===== config.mk =====
export PLATFORM = sky130hd
export DESIGN_NAME = serial_frame_parser_flat
export DESIGN_NICKNAME = d
export VERILOG_FILES = /design/src/hw/rtl/sfp_pkg.sv /design/src/hw/rtl/sfp_if.sv /design/src/hw/rtl/sfp_ram.sv /design/src/hw/rtl/sfp_datapath.sv /design/src/hw/rtl/sfp_ctrl.sv /design/src/hw/rtl/serial_frame_parser.sv /design/src/flat_wrapper.sv
export SDC_FILE = /design/constraint.sdc
export NUM_CORES = 1
export LEC_CHECK = 0
export BUFFER_PORTS_ARGS = -buffer_cell sky130_fd_sc_hd__buf_2
export CORE_ASPECT_RATIO = 1.1
export CORE_MARGIN = 8
export CORE_UTILIZATION = 35
export DETAILED_ROUTE_END_ITERATION = 10
export GPL_TIMING_DRIVEN = 0
export PLACE_DENSITY = 0.48
export SLEW_MARGIN = 15
export SYNTH_ARGS = -nofsm -noshare
export SYNTH_HDL_FRONTEND = slang
export SYNTH_HIERARCHICAL = 1
export SYNTH_SLANG_ARGS = --single-unit
export TNS_END_PERCENT = 30

===== constraint.sdc =====
create_clock -name i_clk -period 4.15 [get_ports i_clk]
set_clock_uncertainty 0.15 [all_clocks]
set_input_delay 0.6225 -clock i_clk [delete_from_list [all_inputs] [get_ports i_clk]]
set_output_delay 0.6225 -clock i_clk [all_outputs]
set_load 0.1 [all_outputs]

===== src/hw/rtl/sfp_pkg.sv =====
`timescale 1ns / 1ps

package sfp_pkg;

    // Default payload store depth
    localparam int unsigned MAX_PAYLOAD_DEF = 32;

    // Frame delimiters
    localparam logic [7:0] HDR_FIRST  = 8'hFF;
    localparam logic [7:0] HDR_SECOND = 8'hFE;
    localparam logic [7:0] TAIL_BYTE  = 8'hAA;

    // Fixed field and counter widths
    localparam int unsigned BYTE_W = 8;
    localparam int unsigned CNT_W  = 6;
    localparam int unsigned IDX_W  = 5;
    localparam int unsigned FLEN_W = 6;

    // One result item
    typedef struct packed {
        logic              status;
        logic [BYTE_W-1:0] payload_byte;
        logic [IDX_W-1:0]  byte_index;
        logic [FLEN_W-1:0] frame_length;
        logic              last;
    } t_result;

    // Controller to datapath commands
    typedef struct packed {
        logic load_len;
        logic take_data;
        logic rd_start;
        logic rd_next;
        logic load_frame;
        logic load_err;
    } t_cmd;

    // Datapath to controller status
    typedef struct packed {
        logic is_hdr1;
        logic is_hdr2;
        logic len_ok;
        logic data_done;
        logic sum_ok;
        logic tail_ok;
        logic res_last;
    } t_sts;

endpackage


===== src/hw/rtl/sfp_if.sv =====
`timescale 1ns / 1ps

// Received byte channel
interface sfp_in_if;
    logic       valid;
    logic       ready;
    logic [7:0] rx_byte;

    modport source (output valid, output rx_byte, input ready);
    modport sink   (input valid, input rx_byte, output ready);
endinterface

// Result item channel
interface sfp_out_if;
    logic       valid;
    logic       ready;
    logic       status;
    logic [7:0] payload_byte;
    logic [4:0] byte_index;
    logic [5:0] frame_length;
    logic       last;

    modport source (output valid, output status, output payload_byte, output byte_index,
                    output frame_length, output last, input ready);
    modport sink   (input valid, input status, input payload_byte, input byte_index,
                    input frame_length, input last, output ready);
endinterface


===== src/hw/rtl/sfp_ram.sv =====
`timescale 1ns / 1ps

module sfp_ram #(
    parameter int unsigned WIDTH = 8,
    parameter int unsigned DEPTH = 32
) (
    input  logic                                      i_clk,
    input  logic                                      i_we,
    input  logic [((DEPTH > 1) ? $clog2(DEPTH) : 1)-1:0] i_waddr,
    input  logic [WIDTH-1:0]                          i_wdata,
    input  logic                                      i_re,
    input  logic [((DEPTH > 1) ? $clog2(DEPTH) : 1)-1:0] i_raddr,
    output logic [WIDTH-1:0]                          o_rdata
);

    logic [WIDTH-1:0] r_mem [DEPTH];
    logic [WIDTH-1:0] r_rdata;

    // One write port, one registered read port
    always_ff @(posedge i_clk) begin
        if (i_we) begin
            r_mem[i_waddr] <= i_wdata;
        end
        if (i_re) begin
            r_rdata <= r_mem[i_raddr];
        end
    end

    assign o_rdata = r_rdata;

endmodule


===== src/hw/rtl/sfp_datapath.sv =====
`timescale 1ns / 1ps

module sfp_datapath #(
    parameter int unsigned MAX_PAYLOAD = sfp_pkg::MAX_PAYLOAD_DEF
) (
    input  logic            i_clk,
    input  logic            i_rst_n,
    input  sfp_pkg::t_cmd   i_cmd,
    input  logic [7:0]      i_rx_byte,
    output sfp_pkg::t_sts   o_sts,
    output sfp_pkg::t_result o_res
);

    localparam int unsigned LEN_W  = $clog2(MAX_PAYLOAD + 1);
    localparam int unsigned AW     = (MAX_PAYLOAD > 1) ? $clog2(MAX_PAYLOAD) : 1;
    localparam int unsigned CNT_W  = sfp_pkg::CNT_W;
    localparam int unsigned IDX_W  = sfp_pkg::IDX_W;
    localparam int unsigned FLEN_W = sfp_pkg::FLEN_W;
    localparam logic [7:0]  MAX_B  = 8'(MAX_PAYLOAD);

    logic [CNT_W-1:0] r_cnt;
    logic [CNT_W-1:0] n_cnt;
    logic [LEN_W-1:0] r_exp;
    logic [7:0]       r_sum;
    logic [AW-1:0]    r_idx;
    sfp_pkg::t_result r_res;

    logic             ram_we;
    logic [AW-1:0]    ram_waddr;
    logic             ram_re;
    logic [AW-1:0]    ram_raddr;
    logic [7:0]       ram_q;

    // Payload byte count wraps at its own width
    assign n_cnt = r_cnt + CNT_W'(1);

    // Byte classification and frame checks
    always_comb begin
        o_sts.is_hdr1   = (i_rx_byte == sfp_pkg::HDR_FIRST);
        o_sts.is_hdr2   = (i_rx_byte == sfp_pkg::HDR_SECOND);
        o_sts.len_ok    = (i_rx_byte != 8'd0) && (i_rx_byte <= MAX_B);
        o_sts.data_done = (8'(n_cnt) >= 8'(r_exp));
        o_sts.sum_ok    = (r_sum == i_rx_byte);
        o_sts.tail_ok   = (i_rx_byte == sfp_pkg::TAIL_BYTE);
        o_sts.res_last  = r_res.last;
    end

    // Store port control
    assign ram_we    = i_cmd.take_data && (8'(r_cnt) < MAX_B);
    assign ram_waddr = AW'(r_cnt);
    assign ram_re    = i_cmd.rd_start || i_cmd.rd_next;
    assign ram_raddr = i_cmd.rd_start ? '0 : AW'(r_idx + AW'(1));

    sfp_ram #(
        .WIDTH (8),
        .DEPTH (MAX_PAYLOAD)
    ) u_store (
        .i_clk   (i_clk),
        .i_we    (ram_we),
        .i_waddr (ram_waddr),
        .i_wdata (i_rx_byte),
        .i_re    (ram_re),
        .i_raddr (ram_raddr),
        .o_rdata (ram_q)
    );

    // Length, count and checksum accumulation; drain index
    always_ff @(posedge i_clk) begin
        if (!i_rst_n) begin
            r_cnt <= '0;
            r_exp <= '0;
            r_sum <= '0;
            r_idx <= '0;
        end else begin
            if (i_cmd.load_len) begin
                r_exp <= LEN_W'(i_rx_byte);
                r_cnt <= '0;
                r_sum <= i_rx_byte;
            end else if (i_cmd.take_data) begin
                r_cnt <= n_cnt;
                r_sum <= r_sum + i_rx_byte;
            end
            if (i_cmd.rd_start) begin
                r_idx <= '0;
            end else if (i_cmd.rd_next) begin
                r_idx <= r_idx + AW'(1);
            end
        end
    end

    // Output register
    always_ff @(posedge i_clk) begin
        if (i_cmd.load_err) begin
            r_res.status       <= 1'b1;
            r_res.payload_byte <= '0;
            r_res.byte_index   <= '0;
            r_res.frame_length <= '0;
            r_res.last         <= 1'b1;
        end else if (i_cmd.load_frame) begin
            r_res.status       <= 1'b0;
            r_res.payload_byte <= ram_q;
            r_res.byte_index   <= IDX_W'(r_idx);
            r_res.frame_length <= FLEN_W'(r_exp);
            r_res.last         <= ((8'(r_idx) + 8'd1) == 8'(r_exp));
        end
    end

    assign o_res = r_res;

endmodule


===== src/hw/rtl/sfp_ctrl.sv =====
`timescale 1ns / 1ps

module sfp_ctrl (
    input  logic          i_clk,
    input  logic          i_rst_n,
    input  logic          i_in_valid,
    output logic          o_in_ready,
    output logic          o_out_valid,
    input  logic          i_out_ready,
    input  sfp_pkg::t_sts i_sts,
    output sfp_pkg::t_cmd o_cmd
);

    typedef enum logic [3:0] {
        S_HDR1,
        S_HDR2,
        S_LEN,
        S_DATA,
        S_CHK,
        S_TAIL,
        S_RD,
        S_OUT
    } t_state;

    t_state r_state;
    t_state n_state;

    always_ff @(posedge i_clk) begin
        if (!i_rst_n) begin
            r_state <= S_HDR1;
        end else begin
            r_state <= n_state;
        end
    end

    // Parse sequence, then drain one result at a time
    always_comb begin
        n_state     = r_state;
        o_cmd       = '0;
        o_in_ready  = 1'b0;
        o_out_valid = 1'b0;
        case (r_state)
            S_HDR1: begin
                o_in_ready = 1'b1;
                if (i_in_valid && i_sts.is_hdr1) begin
                    n_state = S_HDR2;
                end
            end
            S_HDR2: begin
                o_in_ready = 1'b1;
                if (i_in_valid) begin
                    if (i_sts.is_hdr2) begin
                        n_state = S_LEN;
                    end else if (!i_sts.is_hdr1) begin
                        n_state = S_HDR1;
                    end
                end
            end
            S_LEN: begin
                o_in_ready = 1'b1;
                if (i_in_valid) begin
                    if (i_sts.len_ok) begin
                        o_cmd.load_len = 1'b1;
                        n_state        = S_DATA;
                    end else begin
                        o_cmd.load_err = 1'b1;
                        n_state        = S_OUT;
                    end
                end
            end
            S_DATA: begin
                o_in_ready = 1'b1;
                if (i_in_valid) begin
                    o_cmd.take_data = 1'b1;
                    if (i_sts.data_done) begin
                        n_state = S_CHK;
                    end
                end
            end
            S_CHK: begin
                o_in_ready = 1'b1;
                if (i_in_valid) begin
                    if (i_sts.sum_ok) begin
                        n_state = S_TAIL;
                    end else begin
                        o_cmd.load_err = 1'b1;
                        n_state        = S_OUT;
                    end
                end
            end
            S_TAIL: begin
                o_in_ready = 1'b1;
                if (i_in_valid) begin
                    if (i_sts.tail_ok) begin
                        o_cmd.rd_start = 1'b1;
                        n_state        = S_RD;
                    end else begin
                        o_cmd.load_err = 1'b1;
                        n_state        = S_OUT;
                    end
                end
            end
            S_RD: begin
                // store data is valid now
                o_cmd.load_frame = 1'b1;
                n_state          = S_OUT;
            end
            S_OUT: begin
                o_out_valid = 1'b1;
                if (i_out_ready) begin
                    if (i_sts.res_last) begin
                        n_state = S_HDR1;
                    end else begin
                        o_cmd.rd_next = 1'b1;
                        n_state       = S_RD;
                    end
                end
            end
            default: begin
                n_state = S_HDR1;
            end
        endcase
    end

endmodule


===== src/hw/rtl/serial_frame_parser.sv =====
`timescale 1ns / 1ps
// Order: an error item appears the cycle after the offending byte; the first payload
// item follows the tail byte via the registered store read and the output register.
// Throughput: one input byte per cycle while parsing; a frame drains one item at a time
// (registered store read, output register, wait for ready); input is held off meanwhile.
// Reset (synchronous, active low) restarts the header search and clears count, length and
// checksum; the payload store keeps its contents and needs no clearing pass.

module serial_frame_parser #(
    parameter int unsigned MAX_PAYLOAD = sfp_pkg::MAX_PAYLOAD_DEF
) (
    input  logic       i_clk,
    input  logic       i_rst_n,
    sfp_in_if.sink     i_rx,
    sfp_out_if.source  o_res
);

    sfp_pkg::t_cmd    cmd;
    sfp_pkg::t_sts    sts;
    sfp_pkg::t_result res;

    sfp_ctrl u_ctrl (
        .i_clk       (i_clk),
        .i_rst_n     (i_rst_n),
        .i_in_valid  (i_rx.valid),
        .o_in_ready  (i_rx.ready),
        .o_out_valid (o_res.valid),
        .i_out_ready (o_res.ready),
        .i_sts       (sts),
        .o_cmd       (cmd)
    );

    sfp_datapath #(
        .MAX_PAYLOAD (MAX_PAYLOAD)
    ) u_datapath (
        .i_clk     (i_clk),
        .i_rst_n   (i_rst_n),
        .i_cmd     (cmd),
        .i_rx_byte (i_rx.rx_byte),
        .o_sts     (sts),
        .o_res     (res)
    );

    // Result fields onto the channel
    assign o_res.status       = res.status;
    assign o_res.payload_byte = res.payload_byte;
    assign o_res.byte_index   = res.byte_index;
    assign o_res.frame_length = res.frame_length;
    assign o_res.last         = res.last;

endmodule


===== src/flat_wrapper.sv =====
// flat-port wrapper written by rule: the top's interface ports become plain ports
module serial_frame_parser_flat 
#(
    parameter int unsigned MAX_PAYLOAD = sfp_pkg::MAX_PAYLOAD_DEF
)
  (i_clk, i_rst_n, i_rx_valid, i_rx_rx_byte, i_rx_ready, o_res_valid, o_res_status, o_res_payload_byte, o_res_byte_index, o_res_frame_length, o_res_last, o_res_ready);
  sfp_in_if i_rx_i ();
  sfp_out_if o_res_i ();
  input  logic i_clk;
  input  logic i_rst_n;
  input wire logic [$bits(i_rx_i.valid)-1:0] i_rx_valid;
  input wire logic [$bits(i_rx_i.rx_byte)-1:0] i_rx_rx_byte;
  output wire logic [$bits(i_rx_i.ready)-1:0] i_rx_ready;
  output wire logic [$bits(o_res_i.valid)-1:0] o_res_valid;
  output wire logic [$bits(o_res_i.status)-1:0] o_res_status;
  output wire logic [$bits(o_res_i.payload_byte)-1:0] o_res_payload_byte;
  output wire logic [$bits(o_res_i.byte_index)-1:0] o_res_byte_index;
  output wire logic [$bits(o_res_i.frame_length)-1:0] o_res_frame_length;
  output wire logic [$bits(o_res_i.last)-1:0] o_res_last;
  input wire logic [$bits(o_res_i.ready)-1:0] o_res_ready;
  assign i_rx_i.valid = i_rx_valid;
  assign i_rx_i.rx_byte = i_rx_rx_byte;
  assign i_rx_ready = i_rx_i.ready;
  assign o_res_valid = o_res_i.valid;
  assign o_res_status = o_res_i.status;
  assign o_res_payload_byte = o_res_i.payload_byte;
  assign o_res_byte_index = o_res_i.byte_index;
  assign o_res_frame_length = o_res_i.frame_length;
  assign o_res_last = o_res_i.last;
  assign o_res_i.ready = o_res_ready;
  serial_frame_parser #(.MAX_PAYLOAD(MAX_PAYLOAD)) u_core (.i_clk(i_clk), .i_rst_n(i_rst_n), .i_rx(i_rx_i), .o_res(o_res_i));
endmodule

; ---- After elaboration in Yosys (flattened, before gate mapping)
; Memories as Yosys holds them, arrays and structs flattened. A register that Yosys moved wholly into a read port is not among the register bits.
; Index checks and enable logic that the tools add are counted.
[classes]
magnitude_cmp = 3
reduce_logical = 11
n_bitwise = 1
addsub = 4
mux = 41
eq_ne = 21
[op_table]
columns = operator, count
row1 = 4-bit 2-to-1 mux, 10
row2 = 4-bit case mux with 8 select lines, 1
row3 = "8-bit == test, second input constant", 3
row4 = 1-bit 2-to-1 mux, 23
row5 = "4-bit by 3-bit == test with 1-bit output, second input constant", 4
row6 = 8-bit 2-to-1 mux, 2
row7 = "2-bit != test, second input constant", 7
row8 = 9-bit AND reduction, 1
row9 = 8-bit adder, 1
row10 = "4-bit by 2-bit == test with 1-bit output, second input constant", 2
row11 = 8-bit == test, 1
row12 = "8-bit by 6-bit less-or-equal comparator with 1-bit output, second input constant", 1
row13 = 8-bit nonzero test, 1
row14 = "5-bit by 1-bit adder with 6-bit output, second input constant", 1
row15 = "6-bit by 1-bit adder with 6-bit output, second input constant", 1
row16 = 6-bit == test, 1
row17 = 6-bit greater-or-equal comparator, 1
row18 = "6-bit < comparator, second input constant", 1
row19 = 3-bit 2-to-1 mux, 2
row20 = 6-bit OR reduction, 1
row21 = "5-bit by 1-bit adder with 5-bit output, second input constant", 1
row22 = 5-bit 2-to-1 mux, 1
row23 = "4-bit by 1-bit == test with 1-bit output, second input constant", 1
row24 = 4-bit zero test, 1
row25 = 9 further kinds, 12
[word_totals]
wordCells = 92
n_memories = 1
register_bits = 50
ram_bits = 256
out_inout_bits = 23
inputBits = 12
[mem_list]
columns = memory, words, width, read_ports, rd_clocked_by_memory_dff, wr, line
row1 = u_core.u_datapath.u_store.r_mem, 32, 8, 1, 1, 1, sfp_ram.sv:16  ; logic [WIDTH-1:0] r_mem [DEPTH];

; ---- Depth between registers and ports, before layout
[depth]
ltp_word = 6
mapped_depth = 10

; ---- Cells and area by module
; The synthesis kept the hierarchy.
[modules_own_cells]
columns = module, n_inst, area_per_inst_um2, seq_area_each_um2, cells_per_inst
row1 = sfp_ram, 1, 10133.5, 7927.6, 417
row2 = sfp_datapath, 1, 2548.7, 920.9, 286
row3 = sfp_ctrl, 1, 336.6, 60.1, 43

; ---- Least setup slack after synthesis
; OpenSTA, ideal clock, no wires.
[synth_path]
path_kind = input port to flip-flop
from = in i_rx_rx_byte[2]
to = reg u_core.u_datapath.u_store.r_rdata[0] (netlist: u_core/u_datapath/u_store/o_rdata[0]) (read register of u_core.u_datapath.u_store.r_mem) (data pin)
required_ns = 3.740
arrival_ns = 3.064
setup_slack_ns = 0.677
path_stages = 10
n_path_buf = 2
cell_sequence = or2_1 > nor4_1 > nand4_1 > nor2_1 > nor2_1 > buf_6 > buf_4 > mux4_2 > mux4_2 > mux2_2
[synth_rtl]
columns = item, line
row1 = "start, declared", flat_wrapper.sv:12  ; input wire logic [$bits(i_rx_i.rx_byte)-1:0] i_rx_rx_byte;
row2 = "end, declared", sfp_ram.sv:17  ; logic [WIDTH-1:0] r_rdata;

==> results.cfg <==
[timing]
period_share = 0.953
setup_viol_count_final = 0
period_needed_ns = 3.96
holdWs_ns = 0.220
tightest_slew_ns = 1.10
fmax_mhz = 253
hold_violations = 0
fin_setup_tns_ns = 0
maxSlewHeadroom = 0.265
rsz0062_at_grt = false
slew_violations = 0
fin_ws_ns = 0.194

[setup_path]
critical_path.max_fanout = 37
required_ns = 4.30
critPathArrivalTime_ns = 4.11
crit_type = in2reg
end_kind = flop
critPathMaxStageDelay_ns = 0.55
path_cells = buf_2, nand2b_1, nor4_2, nand4_1, nor2_2, nor2_1, clkbuf_2, clkbuf_2, mux4_2, mux4_2, mux2_2
critPathSlowestCell = mux4_2
critPathLaunchType = primary input

[die]
fp.dieH_um = 218
die_x_um = 200
io_pins = 35
rows = 74
initial_core_util = 0.352
core_area_sq_mm = 0.0369
dieArea_sq_mm = 0.0436

[synth]
ys.flop_type = edfxtp_1
synth_area_sq_mm = 0.0130
postSynthAreaPerCell_sq_um = 17.5
synthArstFlopShare = 0
yosysTopAreaCellShare = 0.609
synth_top_area_cell = edfxtp_1
yosysUniqueCellTypes = 60
synth_nets = 774
synth.area.top_cells = edfxtp_1 61%, mux4_2 14%, dfxtp_1 7.5%, mux2i_1 2.4%, nor2_1 2.2%
synth-edff-count = 264
synth_seq_cells = 313
syn_inst = 746
seq_area_frac_synth = 0.684
ys.warnings.count = 6

[flow_run]
cap_violations = 0

[clock_tree]
cts_buffers = 31
clock-sinks = 313
path_clk_slew_ns = 0.06
cts_tree = yes
hold_buffers = 0
clockRootBuffer = clkbuf_16
post_cts.repair.setup_buffers = 0
cts_buffer_depth = 3
clk_latency_ns = 0.57
htreeDepth = 1

[finish]
final_cell_mix = 264 x edfxtp_1, 80 x mux4_2, 76 x nor2_1
mostFrequentLayoutCell = edfxtp_1
final_util = 0.401
stdcell_area_sq_mm = 0.0148
diodes = 0
area_delta_synth_final_pct = 13.7
drive_gt1_frac = 0.239
final_cells = 1331
nets = 841

[global_routing]
grt_max_degree = 41
grt_overflow = 0
antenna_found_initial = 0
grtUsageTotal = 0.141
grt_pass1_vias = 7097
grt_pass1_wl_mm = 45.5

[placement]
portBuffers = 34
gp_congestion = 0.809
dp.cells = 1274
dpl_cell_area_sq_mm = 0.0138
hpwl_mm = 20.2
dp_worst_setup_slack_ns = -1.25

[route]
avgRoutedWirePerCell_um = 22.9
num_vias = 6791
drc = 0
wl_mm = 30.4
avgViaCountPerCell = 5.10
drt_iter0_drc = 483
dr.pass1.iters = 5
postRouteAntennaNets = 0

[power]
p_leak_nw = 4.71
ir_worst_vdd_v = 0.000327
p_per_area_mw_per_mm2 = 432
total_power_mw = 6.39

[run_status]
status = completed

[min_path]
hold_path_class = in2reg
## synth_stat cells, types with 2 or more instances
master    count
and3_1        2
inv_1        15
or3b_2        3
nand2_1      18
buf_4         8
o211ai_1      3
ha_1         15
a21boi_0      2
nor4_1        5
mux2i_1      31
mux2_2        8
xnor2_1      14
a31oi_1       4
nand4_1       6
a211oi_1      2
edfxtp_1    264
buf_2         6
xor2_1       10
a221oi_1      2
nand2b_1      6
buf_1         5
nor3_1        6
nor2b_1       9
buf_6         4
nor2_1       77
a21oi_1      12
clkbuf_1     13
nand3b_1      5
or3_1         3
nand3_1      10
o21ai_0      10
mux4_2       80
and3_4        2
dfxtp_1      49
nor4bb_1      2
and2_1        3
o21ai_1       6
a21o_1        4
## final cells by class
type,instances,area (sq um)
plain buffers,36,211
clock buffers,43,821
clock inverters,14,145
fillers,3307,22100
inverters,16,60.1
multi-input cells,381,3860
flip-flops and latches,313,8910
well taps,494,618
repair buffers,34,184
## layer usage
layer	global-route usage	wire [um]
met1	0.176	12800
met2	0.254	16100
met3	0.0180	1000
met4	0.0351	497
met5	0	0
## sequential cells by signal, summed over array words and instances, names as in the netlist
| register | cells |
|---|---|
| u_core/u_ctrl/r_state | 3 |
| u_core/u_datapath/o_res | 21 |
| u_core/u_datapath/r_cnt | 6 |
| u_core/u_datapath/r_exp | 6 |
| u_core/u_datapath/r_idx | 5 |
| u_core/u_datapath/r_sum | 8 |
| u_core/u_datapath/u_store/o_rdata | 8 |
| u_core/u_datapath/u_store/r_mem | 256 |
## worst max-delay path, delay by kind of cell
family	cells	cell delay [ns]
buffers and inverters	3	0.98
AND/OR/NAND/NOR	5	1.22
multiplexers	3	1.25
## report_power, final
part	internal (mW)	switching, mW	total [mW]	leakage [nW]
clock	1.56	1.13	2.69	0.468
combinational	0.0374	0.235	0.273	1.47
sequential	3.42	0.0105	3.43	2.77
total	5.02	1.37	6.39	4.71
## worst paths after layout
check	start	end	slack, ns	cells past startpoint
max	i_rx_rx_byte[0]	u_core/u_datapath/u_store/o_rdata[2]	0.19	11
min	i_rst_n	u_core/u_ctrl/r_state[2]	0.22	3
max reg2reg	u_core/u_ctrl/r_state[1]	u_core/u_datapath/u_store/r_mem[24][4]	0.58	9
min reg2reg	u_core/u_datapath/o_res[20]	u_core/u_datapath/o_res[20]	0.31	1
## cells by family (layout without fill, tap and decap cells)
group	count (synthesis)	after routing	synth area share
and+or+nand+nor	164	164	0.0628
xor gates and xnor gates	25	25	0.0174
adders and majority gates	16	16	0.0160
buffers and inverters	52	143	0.0202
AOI/OAI and AO/OA	57	57	0.0303
muxes	119	119	0.169
DFF	313	313	0.684
## what timing repair did
action | 4_1_cts | 5_1_grt
pin swaps | 0 | 0
resized for setup | 11 | 4
setup endpoints to repair | 8 | 8
(Power assumes the default switching activity.)
